`config.mk`:
```
export PLATFORM = sky130hd
export DESIGN_NAME = rsi_sqrt_cell
export DESIGN_NICKNAME = d
export VERILOG_FILES = /design/src/rsi_pkg.sv /design/src/rsi_sqrt_cell.sv
export SDC_FILE = /design/constraint.sdc
export NUM_CORES = 1
export LEC_CHECK = 0
export BUFFER_PORTS_ARGS = -buffer_cell sky130_fd_sc_hd__buf_2
export CAP_MARGIN = 15
export CORE_ASPECT_RATIO = 0.5
export CORE_UTILIZATION = 42
export DETAILED_ROUTE_END_ITERATION = 7
export PLACE_DENSITY = 0.79
export SLEW_MARGIN = 15
export SYNTH_ARGS = -nofsm -noshare
export SYNTH_HDL_FRONTEND = slang
export SYNTH_SLANG_ARGS = --single-unit
```
`constraint.sdc`:
```
create_clock -name clk -period 0.8 [get_ports clk]
set_input_delay 0.08 -clock clk [delete_from_list [all_inputs] [get_ports clk]]
set_output_delay 0.08 -clock clk [all_outputs]
set_load 0.03 [all_outputs]
```
`src/rsi_pkg.sv`:
```
// Shared widths and the beat formats that travel down the square-root and divider cell rows.
// No dependencies. Every other file in src imports this package.
`default_nettype none
package rsi_pkg;

    localparam int COORD_W   = 16;
    localparam int RAD_W     = COORD_W - 1;
    localparam int FRAC_BITS = 8;

    // Widths of the quadratic terms for COORD_W-bit inputs.
    localparam int OFS_W   = COORD_W + 1;          // origin - center
    localparam int A_W     = 2 * COORD_W;          // a = D.D
    localparam int H_W     = 2 * COORD_W + 3;      // h = O.D, signed
    localparam int C_W     = 2 * COORD_W + 3;      // c = O.O - R*R, signed
    localparam int HM_W    = 2 * COORD_W + 2;      // magnitude of h
    localparam int HALF_W  = HM_W / 2;             // split of h and c for the squares
    localparam int AH_W    = A_W / 2;
    localparam int PROD_W  = 2 * HM_W;             // h*h and a*c
    localparam int DISC_W  = 2 * HM_W - 2;         // discriminant on a hit
    localparam int ROOT_W  = DISC_W / 2;
    localparam int SQ_REM_W = ROOT_W + 3;
    localparam int SQRT_CELLS = ROOT_W;
    localparam int NUM_W   = HM_W + FRAC_BITS;
    localparam int Q_W     = 32;
    localparam int DIV_CELLS = Q_W;

    typedef struct packed {
        logic                valid;
        logic                hit;
        logic [HM_W-1:0]     hm;
        logic [A_W-1:0]      a;
        logic [DISC_W-1:0]   rad;
        logic [SQ_REM_W-1:0] rem;
        logic [ROOT_W-1:0]   root;
    } sq_t;

    typedef struct packed {
        logic           valid;
        logic           hit;
        logic           sat;
        logic [A_W-1:0] a;
        logic [A_W-1:0] rem;
        logic [Q_W-1:0] num;
        logic [Q_W-1:0] q;
    } dv_t;

endpackage
`default_nettype wire

```
`src/rsi_sqrt_cell.sv`:
```
// One cell of the square-root row: brings down two radicand bits and settles one root bit.
// Depends on rsi_pkg.
`default_nettype none
module rsi_sqrt_cell (
    input  wire logic   clk,
    input  wire logic   rst_n,
    input  wire logic   en,
    input  wire rsi_pkg::sq_t cur,
    output rsi_pkg::sq_t nxt
);
    import rsi_pkg::*;

    sq_t                 stage_reg;
    logic                valid_reg;
    logic [SQ_REM_W-1:0] rem_t, trial;
    logic                ge;
    sq_t                 stage_next;

    always_comb
    begin
        rem_t = {cur.rem[SQ_REM_W-3:0], cur.rad[DISC_W-1 -: 2]};
        trial = {1'b0, cur.root, 2'b01};
        ge    = rem_t >= trial;
        stage_next       = cur;
        stage_next.rem   = ge ? (rem_t - trial) : rem_t;
        stage_next.root  = {cur.root[ROOT_W-2:0], ge};
        stage_next.rad   = {cur.rad[DISC_W-3:0], 2'b00};
    end

    always_ff @(posedge clk or negedge rst_n)
    begin
        if (!rst_n)
        begin
            valid_reg <= 1'b0;
        end
        else if (en)
        begin
            valid_reg <= cur.valid;
        end
    end

    always_ff @(posedge clk)
    begin
        if (en)
        begin
            stage_reg <= stage_next;
        end
    end

    always_comb
    begin
        nxt       = stage_reg;
        nxt.valid = valid_reg;
    end

endmodule
`default_nettype wire

```
==> results of run 1 <==
layout make-up:
cell class	count	area share
diodes	4	0.000613
clock buffers	19	0.0291
clock inverters	11	0.00682
inverters	48	0.0118
multi-input cells	289	0.165
flip-flops and latches	201	0.369
well taps	266	0.0204
repair buffers	740	0.397
per-stage QoR:
stage          instance area (sq um)  total power, mW
2_1_floorplan                   8800             17.5
3_3_place_gp                   12100             20.2
3_5_place_dp                   12100             20.4
4_1_cts                        16200             31.7
5_1_grt                        16300             33.3
6_report                       16300             32.6
cell usage in the layout (no fill, tap or decap), types with 18 or more instances in the layout:
| master | instances |
|---|---|
| mux2_4 | 27 |
| buf_4 | 129 |
| inv_1 | 38 |
| xnor2_1 | 18 |
| ha_1 | 19 |
| a21oi_1 | 28 |
| buf_6 | 213 |
| dlygate4sd3_1 | 194 |
| edfxtp_1 | 200 |
| buf_2 | 193 |
| nand2_1 | 26 |
| clkbuf_16 | 20 |
path summary, 6_finish.rpt:
kind                            slack (ns)  depth (start not counted)                     to             startpoint
worst max-delay path                 -1.44                         14      nxt[53]$_DFFE_PP_                cur[19]
worst min-delay path                 -0.02                          3      nxt[63]$_DFFE_PP_                cur[61]
worst max register to register        0.03                          1  valid_reg$_DFFE_PN0P_  valid_reg$_DFFE_PN0P_
worst min register to register        0.55                          1  valid_reg$_DFFE_PN0P_  valid_reg$_DFFE_PN0P_
max in group asynchronous             0.23                          3  valid_reg$_DFFE_PN0P_                  rst_n
min in group asynchronous             0.46                          3  valid_reg$_DFFE_PN0P_                  rst_n
cell families (layout without fill, tap and decap cells):
logic type,Yosys count,count (layout),share of synthesized area
muxes,33,33,0.0542
adders and majority gates,35,35,0.0507
buffers and inverters,58,818,0.0294
and+or+nand+nor,88,88,0.0522
DFF,201,201,0.698
AOI/OAI and AO/OA,100,100,0.0832
other,1,6,0.000434
xor gates and xnor gates,31,31,0.0314
metal layers:
layer / share of wire / vias to the layer above
li1: - / 3580
met1: 0.36 / 4162
met2: 0.51 / 574
met3: 0.076 / 182
met4: 0.053 / 0
met5: 0 / -
tightest hold or removal path, cell delays in order:
cell    delay (ns)
buf_2         0.10
buf_4         0.10
mux2_4        0.12
where the power goes:
group / switching (mW) / leakage, nW / internal (mW) / total [mW]
clock network: 4.21 / 0.288 / 4.99 / 9.20
logic: 5.10 / 4.92 / 4.87 / 9.97
registers: 0.606 / 1.97 / 12.8 / 13.4
total: 9.92 / 7.17 / 22.6 / 32.6
timing repair:
action,in CTS,in global routing
pin swaps,13,1
setup endpoints to repair,238,238
gates resized for setup,451,16
buffers inserted,16,4
hold endpoints to repair,196,2
gates cloned,0,1
==> flow_summary.json, run 1 <==
{
  "p_per_area_nw_per_um2": 1990,
  "fmax_ghz": 0.447,
  "cp.required_ns": 1.05,
  "start_util": 0.437,
  "min_path_type": "input pin to register",
  "cpMaxStageDelayCell": "mux2_4",
  "cpPeakStageDelay_ns": 0.32,
  "grt_use_met2": 0.636,
  "antenna_found_initial": 3,
  "multi_input_area_sq_um": 2690,
  "holdWs_ns": -0.0203,
  "nNetsFinal": 1540,
  "dpl.cell_count": 1332,
  "cp-start-kind": "input pin",
  "post-route-min-period_ns": 2.24,
  "areaGrowthSynthToFinish_pct": 89.1,
  "crit_fanout": 13,
  "grt.met3_usage": 0.0771,
  "io_pins": 409,
  "hold_viol": 1,
  "grt.busiest_layer": "met2",
  "grt_pass1_wl_mm": 53.8,
  "fin_skew_ns": 0,
  "place_ws_ns": -1.87,
  "drt_drc_violations_left": 0,
  "nFillCells": 911,
  "status": "complete, but fails checks",
  "p_leak_nw": 7.17,
  "cp-end-kind": "register",
  "gp_congestion": 0.922,
  "yosysSeqAreaShare": 0.698,
  "seq_area_sq_um": 6030,
  "layout-drive-gt1-share": 0.512,
  "cts_hold_buffers": 194,
  "numClockSinks": 201,
  "fp.dieW_um": 205,
  "syn_area_sq_um": 8630,
  "grtUsageMet1": 0.383,
  "finalSetupViolCount": 238,
  "wire_per_inst_um": 24.1,
  "yosysTopAreaCellShare": 0.696,
  "ys_types": 57,
  "ys.flop_type": "edfxtp_1",
  "synth_top_area_cell": "edfxtp_1",
  "synth_area_per_cell_sq_um": 15.8,
  "cts-buffers-inserted": 19,
  "synth.most_common_cell": "edfxtp_1",
  "dieArea_sq_um": 21200,
  "path_cells": "buf_2 -> inv_1 -> ha_4 -> nor2_2 -> o21ai_1 -> nor3b_2 -> o41ai_2 -> buf_4 -> o211ai_4 -> a41o_4 -> a21oi_4 -> clkinv_4 -> buf_12 -> mux2_4",
  "grt_max_degree": 38,
  "grt_usage": 0.345,
  "violations": "hold timing, setup timing",
  "first_pass_iters": 5,
  "ys_top_cells_by_area": "edfxtp_1, ha_1, mux2_4, inv_1, xnor2_1",
  "async_flop_share": 0.00498,
  "drt_wl_total_mm": 38.0,
  "slew-limit-headroom": 0.582,
  "worst-path-buf-inv": 5,
  "crit_type": "input pin to register",
  "synthTopCellsByCount": "edfxtp_1, inv_1, ha_1, a21oi_1, nand2_1",
  "clock_path_buffers": 3,
  "yosys_warnings": 0,
  "vdd_drop_max_uv": 1240,
  "via_per_inst": 5.39,
  "final_max_slew_viol_count": 0,
  "fin_util": 0.826,
  "cp_top_family": "compound AO/OA/AOI/OAI gates",
  "cts_tree": "yes",
  "synth-edff-count": 200,
  "path_clk_slew_ns": 0.08,
  "dr.first_iter.drc_count": 783,
  "fp.dieH_um": 103,
  "fin_cells": 1578,
  "io_buffer_count": 404,
  "netlist_instances": 547,
  "finalCritPeriodShare": 2.80,
  "root_buffer": "clkbuf_16",
  "worst_ep_arrival_time_ns": 2.49,
  "num_rows": 36,
  "insertion_delay_ns": 0.50,
  "rsz0062_at_grt": "yes",
  "dr_total_vias": 8498,
  "ant_nets": 0,
  "worst_pin_slew_ns": 0.620,
  "core-area_sq_um": 19800,
  "grt_pass1_vias": 8943,
  "overflow": 0,
  "cts_htree_levels": 1,
  "largest_reg_flops": 200,
  "synth-seq-cells": 201,
  "final.setup.tns_ns": -120.16,
  "fin_ws_ns": -1.44,
  "hpwl_mm": 20.0,
  "maxCapViolations": 0
}
(Power assumes the default switching activity.)
==> run 2: changes to the inputs <==
Settings changed: PLACE_DENSITY 0.79 to unset, PLACE_DENSITY_LB_ADDON set to 0.15, REMOVE_ABC_BUFFERS set to 1.
==> run 2 against run 1 <==
The run still ends with hold timing, setup timing left. Final cell count increased by 1.3%. Design area increased by 1.3%. Worst setup slack improved by 0.16 ns. Combinational power decreased by 2.4%. Critical path depth fell by 1. Sequential cell count is the same. Clock power shrank 2%. Sequential power barely moved. Clock-buffer cell count rose by 5. Critical endpoint is now nxt[47]$_DFFE_PP_.
==> flow_summary.json, run 2 (synthesized netlist as in run 1, its figures left out) <==
{
  "drt_drc_violations_left": 0,
  "cp-end-kind": "register",
  "cp-start-kind": "input pin",
  "final_cell_mix": "buf_6, edfxtp_1, buf_2",
  "path_clk_slew_ns": 0.06,
  "p_leak_nw": 7.31,
  "num_rows": 36,
  "dpl.cell_count": 1351,
  "cts_tree": "yes",
  "root_buffer": "clkbuf_16",
  "fin_ws_ns": -1.28,
  "first_pass_iters": 5,
  "fin_skew_ns": 0,
  "hold_viol": 5,
  "post-route-min-period_ns": 2.08,
  "worst_ep_arrival_time_ns": 2.34,
  "grt_max_degree": 23,
  "antenna_found_initial": 3,
  "layout-drive-gt1-share": 0.517,
  "clock_path_buffers": 3,
  "place_ws_ns": -2.30,
  "rsz0062_at_grt": "yes",
  "dr_total_vias": 7844,
  "min_path_type": "input pin to register",
  "power.total_mw": 32.1,
  "fp.dieW_um": 205,
  "status": "complete, but fails checks",
  "holdWs_ns": -0.0121,
  "ant_nets": 0,
  "core-area_sq_um": 19800,
  "cts_hold_buffers": 193,
  "areaGrowthSynthToFinish_pct": 91.7,
  "violations": "hold timing, setup timing",
  "finalCritPeriodShare": 2.61,
  "grt_usage": 0.293,
  "final_max_slew_viol_count": 0,
  "crit_type": "input pin to register",
  "dr.first_iter.drc_count": 384,
  "start_util": 0.437,
  "fmax_ghz": 0.480,
  "fin_util": 0.837,
  "hpwl_mm": 18.8,
  "via_per_inst": 4.91,
  "drt_wl_total_mm": 32.0,
  "maxCapViolations": 0,
  "fin_cells": 1598,
  "overflow": 0,
  "nNetsFinal": 1558,
  "layout_commonest_cell": "buf_6",
  "crit_fanout": 5,
  "cp.required_ns": 1.05,
  "insertion_delay_ns": 0.50,
  "cts_htree_levels": 1,
  "dieArea_sq_um": 21200,
  "numClockSinks": 201,
  "cts-buffers-inserted": 19,
  "wire_per_inst_um": 20.0,
  "place_area_sq_um": 12100,
  "grt_pass1_vias": 8059,
  "final.setup.tns_ns": -112.73,
  "largest_reg_flops": 200,
  "vdd_drop_max_uv": 1390,
  "io_buffer_count": 404,
  "gp_congestion": 0.866,
  "p_per_area_nw_per_um2": 1940,
  "fp.dieH_um": 103,
  "io_pins": 409,
  "finalSetupViolCount": 239,
  "grt_pass1_wl_mm": 45.7,
  "design_area_sq_um": 16500
}
## run 2: path summary, 6_finish.rpt
| check | startpoint | end | slack, ns | cells after the start |
|---|---|---|---|---|
| setup reg to reg | valid_reg$_DFFE_PN0P_ | valid_reg$_DFFE_PN0P_ | -0.11 | 2 |
| hold reg to reg | valid_reg$_DFFE_PN0P_ | valid_reg$_DFFE_PN0P_ | 0.66 | 2 |
| max in group asynchronous | rst_n | valid_reg$_DFFE_PN0P_ | 0.25 | 3 |
| min in group asynchronous | rst_n | valid_reg$_DFFE_PN0P_ | 0.45 | 3 |
| hold / removal | cur[62] | nxt[64]$_DFFE_PP_ | -0.01 | 3 |
| setup / recovery | cur[21] | nxt[47]$_DFFE_PP_ | -1.28 | 13 |
## run 2: report_power, final
part	switching, mW	internal [mW]
clock network	4.13	4.93
logic	4.78	4.95
registers	0.537	12.8
total	9.44	22.7
## run 2: final cells by class
| type | instances | area, sq um |
|---|---|---|
| Timing Repair Buffer | 754 | 6620 |
| Sequential cell | 201 | 6030 |
| Fill cell | 1034 | 3230 |
| Multi-Input combinational cell | 289 | 2690 |
| Clock buffer | 24 | 514 |
| Tap cell | 266 | 333 |
| Inverter | 48 | 214 |
| Clock inverter | 10 | 87.6 |
| Timing Repair inverter | 4 | 58.8 |
| Antenna cell | 2 | 5.00 |
## run 2: per-layer routing
layer / wire [um] / GRT usage / vias up
met5: 13 / 0 / -
met4: 1210 / 0.112 / 2
met3: 2310 / 0.0724 / 82
met2: 16600 / 0.535 / 321
met1: 11800 / 0.338 / 3814
li1: - / - / 3625
## run 2: what timing repair did
item | in CTS | in global routing
setup buffers | 10 | 7
gates cloned | 3 | 1
pin swaps | 27 | 13
setup endpoints to repair | 238 | 239
gates resized for setup | 484 | 21
endpoints found under the hold margin | 200 | 6
## run 2: critical path: stages
cell and delay, ns:
buf_2 0.11, inv_2 0.07, ha_4 0.21, buf_4 0.16, a21o_1 0.19, o41ai_2 0.27, buf_4 0.16, o211ai_4 0.06
a41o_4 0.23, a21oi_4 0.24, buf_6 0.20, inv_12 0.06, mux2_4 0.30
