### config.mk
export PLATFORM = sky130hd
export DESIGN_NAME = rsi_div_cell
export DESIGN_NICKNAME = d
export VERILOG_FILES = /design/src/rsi_pkg.sv /design/src/rsi_div_cell.sv
export SDC_FILE = /design/constraint.sdc
export NUM_CORES = 1
export LEC_CHECK = 0
export BUFFER_PORTS_ARGS = -buffer_cell sky130_fd_sc_hd__buf_2
export CAP_MARGIN = 20
export CORE_MARGIN = 8
export CORE_UTILIZATION = 30
export DETAILED_ROUTE_END_ITERATION = 16
export PLACE_DENSITY = 0.67
export SYNTH_ARGS = -nofsm -noshare
export SYNTH_HDL_FRONTEND = slang
export SYNTH_SLANG_ARGS = --single-unit
export TNS_END_PERCENT = 20
### constraint.sdc
create_clock -name clk -period 0.8 [get_ports clk]
set_input_delay 0.12 -clock clk [delete_from_list [all_inputs] [get_ports clk]]
set_output_delay 0.12 -clock clk [all_outputs]
set_load 0.02 [all_outputs]
### src/rsi_pkg.sv
// Shared widths and the beat formats that travel down the square-root and divider cell rows.
// No dependencies. Every other file in src imports this package.
`default_nettype none
package rsi_pkg;

    localparam int COORD_W   = 16;
    localparam int RAD_W     = COORD_W - 1;
    localparam int FRAC_BITS = 8;

    // Widths of the quadratic terms for COORD_W-bit inputs.
    localparam int OFS_W   = COORD_W + 1;          // origin - center
    localparam int A_W     = 2 * COORD_W;          // a = D.D
    localparam int H_W     = 2 * COORD_W + 3;      // h = O.D, signed
    localparam int C_W     = 2 * COORD_W + 3;      // c = O.O - R*R, signed
    localparam int HM_W    = 2 * COORD_W + 2;      // magnitude of h
    localparam int HALF_W  = HM_W / 2;             // split of h and c for the squares
    localparam int AH_W    = A_W / 2;
    localparam int PROD_W  = 2 * HM_W;             // h*h and a*c
    localparam int DISC_W  = 2 * HM_W - 2;         // discriminant on a hit
    localparam int ROOT_W  = DISC_W / 2;
    localparam int SQ_REM_W = ROOT_W + 3;
    localparam int SQRT_CELLS = ROOT_W;
    localparam int NUM_W   = HM_W + FRAC_BITS;
    localparam int Q_W     = 32;
    localparam int DIV_CELLS = Q_W;

    typedef struct packed {
        logic                valid;
        logic                hit;
        logic [HM_W-1:0]     hm;
        logic [A_W-1:0]      a;
        logic [DISC_W-1:0]   rad;
        logic [SQ_REM_W-1:0] rem;
        logic [ROOT_W-1:0]   root;
    } sq_t;

    typedef struct packed {
        logic           valid;
        logic           hit;
        logic           sat;
        logic [A_W-1:0] a;
        logic [A_W-1:0] rem;
        logic [Q_W-1:0] num;
        logic [Q_W-1:0] q;
    } dv_t;

endpackage
`default_nettype wire

### src/rsi_div_cell.sv
// One cell of the restoring divider row: shifts in one numerator bit and settles one quotient bit.
// Depends on rsi_pkg.
`default_nettype none
module rsi_div_cell (
    input  wire logic   clk,
    input  wire logic   rst_n,
    input  wire logic   en,
    input  wire rsi_pkg::dv_t cur,
    output rsi_pkg::dv_t nxt
);
    import rsi_pkg::*;

    dv_t          stage_reg;
    logic         valid_reg;
    logic [A_W:0] rem_t, sub;
    logic         ge;
    dv_t          stage_next;

    always_comb
    begin
        rem_t = {cur.rem, cur.num[Q_W-1]};
        sub   = rem_t - {1'b0, cur.a};
        ge    = rem_t >= {1'b0, cur.a};
        stage_next     = cur;
        stage_next.rem = ge ? sub[A_W-1:0] : rem_t[A_W-1:0];
        stage_next.num = {cur.num[Q_W-2:0], 1'b0};
        stage_next.q   = {cur.q[Q_W-2:0], ge};
    end

    always_ff @(posedge clk or negedge rst_n)
    begin
        if (!rst_n)
        begin
            valid_reg <= 1'b0;
        end
        else if (en)
        begin
            valid_reg <= cur.valid;
        end
    end

    always_ff @(posedge clk)
    begin
        if (en)
        begin
            stage_reg <= stage_next;
        end
    end

    always_comb
    begin
        nxt       = stage_reg;
        nxt.valid = valid_reg;
    end

endmodule
`default_nettype wire

==> run metrics, run 1 <==
fin nets 1,128; Routed WL per cell 16.8 µm; number of fill cells 1,725; hold depth 2; Worst Skew 0 ns; Cell variety after synth 50; Worst Setup End Kind flip-flop; share of flip-flops with an asynchronous set or reset 0.769%; vias in the first global route 5,946; sequential power share 38.3%; Seq. cell area 0.00390 mm²; failing checks setup timing; Post-synth EDFFs 129; flops & latches, synth 130; leak pwr 4.80 nW; net switching power 6.40 mW; final setup TNS -86.98 ns; fraction of layout cells with a size suffix above 1 49.3%; unrepaired setup endpoints after global routing true; Worst Hold Slack 0.00724 ns; Synth top area share 63.1%; # hold bufs at CTS 99; Hold EP nxt[72]; r2r endpoint valid_reg; final setup fails 163; total track usage 16.2%; Hold Violations, Final 0; flop-to-flop setup slack 0.03 ns; Post-Syn Area 0.00614 mm²; Mean Syn Cell Area 12.8 µm²; port bufs 262; gpl congestion 0.822; number of diodes 0; grt ovf 0; max-cap violation count 0; Worst Hold Class input pin to flip-flop; DRT iter0 DRCs 244; hold path start cur[71]; Die ar. 0.0253 mm²; total vias in the final route 5,538; top_reg_cell synth edfxtp_1; clock root buffer master clkbuf_16; sequential share of the synthesized area 63.5%; initial antenna violation count 0; Synth area leaders edfxtp_1 63%, ha_1 6.5%, a21oi_1 4.6%, inv_1 2.3%, nor2_1 2.1%; Final Max Slew Viols 0; Worst-Skew Late Latency 0.41 ns; Synth Instances 479; first-pass GRT wire length 32,600 µm; WS Path Type input pin to flip-flop; largest net degree at the start of global routing 39; die height 159 µm; hpwl dp 15,300 µm; CTS tree yes; r2r startpoint valid_reg; Core Box Area 0.0202 mm²; Yosys top cell by area edfxtp_1; Sw Ratio 28.9%; DRC viols 0; # IOs 265; Final Cycle Share 311%; startpoint types input pin; Die X 159 µm; Clock power frac 35.7%; count leader, synth edfxtp_1; Fmax achieved 0.402 GHz; Rows 52; CTS buffer count 17; run status finished, violations left; Synth top cells by count 129 x edfxtp_1, 56 x a21oi_1, 38 x inv_1; Tmin final 2.49 ns; antenna viol nets, final 0; register clock-pin slew on the reported worst setup and hold paths 0.07 ns; Initial Util 30.4%; power density cells 2050 mW/mm²; Ys Warns 0; critical path fanouts, max 2; dpl ws -2.24 ns; CTS max path bufs 2; CTS sink cnt 130; Critical Path RT 0.96 ns; DRT Wirelength 20,900 µm; Max VDD drop 1500 µV; Synth-to-Final Area Change 76.3%; Worst Path Arrival 2.65 ns; TritonRoute pass-1 iters 4; worst setup slack after layout -1.69 ns; Int Pwr 15.8 mW; vias per cell 4.45; # H-tree levels 4; multi-input logic area 0.00232 mm²; combinational power share 26.0%; Syn Nets 646; Worst Reg-to-Reg Cells 1; Largest register FFs 129
[kinds of logic after synthesis]
group	after synthesis	share of synthesized area, %
flip-flops	130	63.5
AO/OA/AOI/OAI	119	11.9
AND/OR/NAND/NOR	99	7.58
buffers and inverters	58	4.04
adder cells (fa/ha/maj)	33	6.85
XOR/XNOR	27	3.85
multiplexers	12	2.18
other	1	0.0611
[final cells by class]
type / count / area share (%)
Sequential cell: 130 / 36.0
Timing Repair Buffer: 483 / 32.4
Multi-Input combinational cell: 291 / 21.5
Clock buffer: 18 / 3.96
Tap cell: 270 / 3.12
Clock inverter: 14 / 1.55
Inverter: 38 / 1.50
[placed cells by master, fill, tap and decap left out, types with 3 or more instances in the layout]
cell type      count
a211oi_1           3
a21o_1            12
a21oi_1           42
a21oi_2           12
a31oi_1            3
buf_12             6
buf_2            239
buf_4            102
buf_6             31
buf_8              5
clkbuf_16         17
dlygate4sd3_1     99
edfxtp_1         129
ha_1              21
ha_4              11
inv_1             29
inv_2              5
inv_4              3
inv_6              6
mux2_4            10
nand2_1           25
nand3_1            8
nand4_1            8
nor2_1            32
nor2_2             3
nor2b_1            3
nor4_1             3
o211ai_1           4
o21a_1             6
o21ai_0           13
o21ai_2            3
o21bai_1           3
xnor2_1           15
xor2_1            12
[worst max-delay path: stages]
cell and delay [ns]:
buf_8 0.09, inv_12 0.03, ha_4 0.25, nand4_1 0.17, or4_4 0.58, a21oi_4 0.15
nor3_4 0.06, a211oi_2 0.24, buf_4 0.15, buf_4 0.09, buf_4 0.09, buf_4 0.09
buf_4 0.10, nor2_2 0.05, xnor2_1 0.13, mux2_4 0.25
[layer usage]
layer  global-route usage, %  vias to the layer above  part of all wire [%]
met5                       0                        -                     0
met4                    3.95                        0                  0.99
met3                    5.12                       15                   6.9
met2                    30.0                      182                    53
met1                    17.7                     2600                    39
li1                        -                     2741                     -
[metrics by stage]
step / utilization [%] / std cells / cell area (µm²) / power [mW]
finish: 53.7 / 1244 / 10800 / 22.2
global route: 53.7 / 1244 / 10800 / 23.1
CTS: 53.0 / 1244 / 10700 / 22.2
detailed placement: 42.8 / 1092 / 8630 / 13.4
global placement: 42.8 / 1092 / 8630 / 13.3
floorplan: - / 479 / 6320 / 11.3
[power by group through the flow]
stage | clock network [mW] | logic, mW | registers [mW]
finish | 7.91 | 5.77 | 8.49
global route | 8.35 | 6.21 | 8.55
CTS | 8.12 | 5.65 | 8.47
detailed placement | 0 | 4.80 | 8.60
global placement | 0 | 4.75 | 8.58
floorplan | 0 | 1.75 | 9.52
[what timing repair did]
item,CTS,global route
pin swaps,22,2
setup buffers,21,0
gates resized for setup,83,30
hold endpoints to repair,100,1
gates cloned,2,0
setup endpoints to repair,163,163
[how the worst max path moves through the flow]
stage | endpoint | start | slack, ns
after floorplan | nxt[77] | cur[103] | -1.97
after global placement | nxt[94] | cur[63] | -2.16
after detailed placement | nxt[94] | cur[63] | -2.24
after CTS | nxt[68] | cur[69] | -1.66
after global routing | nxt[68] | cur[108] | -1.76
final | nxt[87] | cur[103] | -1.69
(Power assumes the default switching activity.)
==> run 2: changes to the inputs <==
CORE_ASPECT_RATIO = 0.7   (was not set)
CORE_UTILIZATION = 43   (was 30)
PLACE_DENSITY = 0.86   (was 0.67)
==> run 2 against run 1 <==
  * The run still ends with setup timing left
  * First-iteration DRC count increased by 54%
  * Non-clock buffer count decreased by 5
  * Clock power decreased by 3.9%
  * Routed wire length up 12%
  * Critical endpoint is now nxt[94]
  * Flip-flop and latch count did not move
==> run metrics, run 2 (synthesis results as in run 1) <==
run status finished, violations left; failing checks setup timing; Worst Setup End Kind flip-flop; port bufs 262; critical path fanouts, max 3; Tmin final 2.46 ns; leak pwr 4.80 nW; CP max stage delay 0.37 ns; startpoint types input pin; Slew headroom 63.2%; Worst Skew 0 ns; gpl congestion 0.886; largest net degree at the start of global routing 31; fraction of layout cells with a size suffix above 1 51.2%; net switching power 6.63 mW; vias in the first global route 6,149; unrepaired setup endpoints after global routing true; DRC viols 0; Die X 159 µm; CTS max path bufs 2; Sw Ratio 29.9%; Int Pwr 15.5 mW; Core Box Area 0.0139 mm²; Worst Path Arrival 2.61 ns; fin nets 1,123; DRT Wirelength 23,400 µm; Initial Util 44.1%; commonest non-fill, non-tap cell in the layout buf_2; max-cap violation count 0; CTS tree yes; clock root buffer master clkbuf_16; Critical Path RT 0.95 ns; register clock-pin slew on the reported worst setup and hold paths 0.07 ns; commonest non-fill, non-tap cells in the layout 229 x buf_2, 129 x edfxtp_1, 102 x buf_4, 99 x dlygate4sd3_1, 38 x a21oi_1; hpwl dp 15,400 µm; Max VDD drop 1570 µV; final setup fails 164; Synth-to-Final Area Change 76.7%; Hold Violations, Final 0; die height 116 µm; Die ar. 0.0184 mm²; critical path cell sequence buf_8 > inv_4 > ha_4 > fa_2 > nand2b_4 > a21oi_4 > o21ai_2 > o311a_1 > a31oi_2 > a21oi_2 > o41ai_2 > xor2_1 > mux2_4; WS Path Type input pin to flip-flop; Routed WL per cell 20.2 µm; Rows 36; Worst-Skew Late Latency 0.40 ns; total track usage 24.6%; Worst Hold Class input pin to flip-flop; fin util 77.9%; sequential power share 38.4%; power density cells 2040 mW/mm²; fin area 0.0108 mm²; Clock power frac 34.3%; slowest cell on the critical path o311a_1; Final Cycle Share 307%; # IOs 265; Fmax achieved 0.407 GHz; grt ovf 0; combinational power share 27.3%; Final Max Slew Viols 0; Worst-Margin Slew 0.549 ns; CTS sink cnt 130; TritonRoute pass-1 iters 5; CTS buffer count 17; initial antenna violation count 1; # H-tree levels 4; worst setup slack after layout -1.66 ns; total vias in the final route 5,851; Largest register FFs 129; antenna viol nets, final 0; first-pass GRT wire length 35,000 µm; DRT iter0 DRCs 376; DP Area 0.00856 mm²; vias per cell 5.04
-- run 2: changes by cell type in the layout (fill, tap and decap cells not counted), sizes merged --
cell	delta
buf	-6
diode	+2
bufinv	-1
clkinv	+1
inv	+1
-- run 2: routing by layer --
layer / up-vias / global-route usage (%) / share of wire (%)
met5: - / 0 / 0.068
met4: 2 / 8.28 / 2.2
met3: 35 / 7.31 / 7.4
met2: 267 / 43.6 / 51
met1: 2805 / 28.5 / 39
li1: 2742 / - / -
-- run 2: layout make-up --
type,instances,area [µm²]
diodes,2,5.00
clock buffers,17,425
clock inverters,15,146
fillers,803,3070
inverters,38,168
multi-input cells,291,2420
flip-flops and latches,130,3900
well taps,190,238
repair buffers,478,3550
-- run 2: worst max-delay path, delay by kind of cell --
family                   cells  cell delay, ns
AO/OA/AOI/OAI                6            1.31
XOR/XNOR                     1            0.11
adder cells (fa/ha/maj)      2            0.51
buffers and inverters        2            0.11
multiplexers                 1            0.27
AND/OR/NAND/NOR              1            0.16
-- run 2: worst paths after layout --
kind	startpoint	to	slack, ns	depth (start not counted)
hold reg to reg	valid_reg	valid_reg	0.59	1
setup reg to reg	valid_reg	valid_reg	-0.01	1
min in group asynchronous	rst_n	valid_reg	0.56	3
hold / removal	cur[70]	nxt[71]	0.02	2
max in group asynchronous	rst_n	valid_reg	0.15	3
setup / recovery	cur[63]	nxt[94]	-1.66	13
-- run 2: per-stage QoR --
step / hold slack, ns / cells / power, mW / worst slack (ns) / TNS [ns]
after detailed placement: -0.104 / 1014 / 13.4 / -2.19 / -71.04
after floorplan: -0.176 / 479 / 11.3 / -1.97 / -62.08
final: 0.0235 / 1161 / 22.2 / -1.66 / -84.18
after CTS: 0.00696 / 1157 / 22.0 / -1.65 / -85.68
after global placement: -0.100 / 1014 / 13.3 / -2.16 / -68.99
after global routing: 0.00250 / 1159 / 23.0 / -1.69 / -92.61
-- run 2: repair_timing --
item / 4_1_cts / 5_1_grt
cloned: 3 / 0
endpoints found under the setup margin: 163 / 164
pin swaps: 3 / 17
endpoints found under the hold margin: 98 / 1
hold buffers: 98 / 1
resized for setup: 108 / 48
buffers inserted: 10 / 7
-- run 2: power by group through the flow --
stage	clock network, mW	logic (mW)	registers [mW]
3_5_place_dp	0	4.82	8.62
3_3_place_gp	0	4.75	8.57
4_1_cts	7.73	5.83	8.49
6_report	7.60	6.06	8.52
2_1_floorplan	0	1.75	9.52
5_1_grt	8.03	6.40	8.57
==> run 3: changes to the inputs <==
RECOVER_POWER = 25   (was not set)
SKIP_LAST_GASP = 1   (was not set)
==> run 3 against run 2 <==
  * The flow still finishes with violations (setup timing)
  * Cell count stayed put
  * Worst hold slack worse by 0.0031 ns
  * Setup slack better by 0.020 ns
  * Global-route usage is 0.051 points higher
  * First-iteration DRC count is 4.3% higher
  * Design area is 0.93% lower
  * Combinational power is 0.7% lower
  * Clock-buffer cell count stayed put
  * Die area stayed put
  * Utilization is 0.73 points lower
  * Total power hardly changed
==> run metrics, run 3 (synthesis results as in run 1) <==
vias per cell 5.04; CTS tree yes; DRT iter0 DRCs 392; Slew headroom 63.1%; CP max stage delay 0.36 ns; Die ar. 0.0184 mm²; run status finished, violations left; Hold Violations, Final 0; initial antenna violation count 1; Worst Skew 0 ns; fin nets 1,124; critical path cell sequence buf_6 > inv_2 > ha_4 > fa_2 > nand2b_4 > a21oi_4 > o21ai_2 > o311a_1 > a31oi_2 > a21oi_2 > o41ai_2 > xor2_1 > mux2_4; Final Max Slew Viols 0; total vias in the final route 5,848; leak pwr 4.76 nW; total power 22.2 mW; first-pass GRT wire length 35,000 µm; commonest non-fill, non-tap cell in the layout buf_2; Worst-Skew Late Latency 0.41 ns; # H-tree levels 4; fin util 77.2%; DRT Wirelength 23,400 µm; register clock-pin slew on the reported worst setup and hold paths 0.07 ns; CTS max path bufs 2; Int Pwr 15.5 mW; Final Cycle Share 305%; clock root buffer master clkbuf_16; flop-to-flop setup slack -0.01 ns; total track usage 24.7%; Worst-Margin Slew 0.552 ns; CP Depth 13; Max VDD drop 1580 µV; fin area 0.0107 mm²; CTS buffer count 17; Sw Ratio 30.2%; Worst Hold Class input pin to flip-flop; final setup fails 164; port bufs 262; Die X 159 µm; max-cap violation count 0; net switching power 6.70 mW; sequential power share 38.3%; Synth-to-Final Area Change 75.1%; largest net degree at the start of global routing 31; CP startpoint cur[63]; DRC viols 0; Core Box Area 0.0139 mm²; hold depth 2; fraction of layout cells with a size suffix above 1 51.2%; vias in the first global route 6,159; antenna viol nets, final 0; Final Non-Filler Cells 1,161; failing checks setup timing; commonest non-fill, non-tap cells in the layout 241 x buf_2, 129 x edfxtp_1, 101 x buf_4, 98 x dlygate4sd3_1, 37 x a21oi_1; DP Area 0.00856 mm²; grt ovf 0; Fmax achieved 0.410 GHz; Worst Reg-to-Reg Cells 1; Worst Setup End Kind flip-flop; r2r startpoint valid_reg; WS Path Type input pin to flip-flop; Worst Path Arrival 2.59 ns; final setup TNS -84.82 ns; r2r endpoint valid_reg; Critical Path RT 0.95 ns; TritonRoute pass-1 iters 4; hpwl dp 15,400 µm; CTS sink cnt 130; Largest register FFs 129; Crit path max-delay family compound AO/OA/AOI/OAI gates; combinational power share 27.1%; Tmin final 2.44 ns; worst setup slack after layout -1.64 ns; die height 116 µm; startpoint types input pin; Clock power frac 34.5%; power density cells 2060 mW/mm²; # IOs 265; slowest cell on the critical path fa_2; critical path fanouts, max 3; end point of the critical path nxt[94]; Rows 36; Initial Util 44.1%; gpl congestion 0.886; worst path bufs/invs 2; unrepaired setup endpoints after global routing true; DP Cell Count 1,014; Routed WL per cell 20.2 µm
run 3: layer usage:
metal / vias up / track usage, % / routed length, µm
met5: - / 0 / 16
met4: 2 / 7.02 / 339
met3: 30 / 6.99 / 1660
met2: 252 / 44.4 / 12200
met1: 2824 / 28.6 / 9170
li1: 2740 / - / -
run 3: area by class of cell:
class                      count  area (µm²)
multi-input combinational    291        2440
inverter                      38         165
clock buffer                  17         425
tap                          190         238
sequential                   130        3900
fill                         827        3170
timing repair buffer         479        3430
clock inverter                15         146
antenna                        1        2.50
run 3: how the worst min path moves through the flow:
stage / startpoint / to
after floorplan: rst_n / valid_reg
after CTS: cur[69] / nxt[70]
after global routing: cur[69] / nxt[70]
after global placement: rst_n / valid_reg
final: cur[69] / nxt[70]
after detailed placement: rst_n / valid_reg
run 3: what timing repair did:
action,in CTS,in global routing
pin swaps,3,19
hold endpoints to repair,98,0
gates resized for setup,79,57
cloned,3,0
hold buffers,98,0
buffers inserted,10,9
endpoints found under the setup margin,163,164
run 3: stage by stage:
stage,worst slack [ns],hold slack (ns)
finish,-1.64,0.0205
global route,-1.70,0.000623
CTS,-1.65,0.0161
detailed placement,-2.19,-0.104
global placement,-2.16,-0.100
floorplan,-1.97,-0.176
run 3: power by group through the flow:
stage	Combinational, mW	Clock [mW]	Sequential, mW
2_1_floorplan	1.75	0	9.52
3_3_place_gp	4.75	0	8.57
3_5_place_dp	4.82	0	8.62
4_1_cts	5.72	7.73	8.48
5_1_grt	6.37	8.07	8.55
6_report	6.02	7.66	8.50
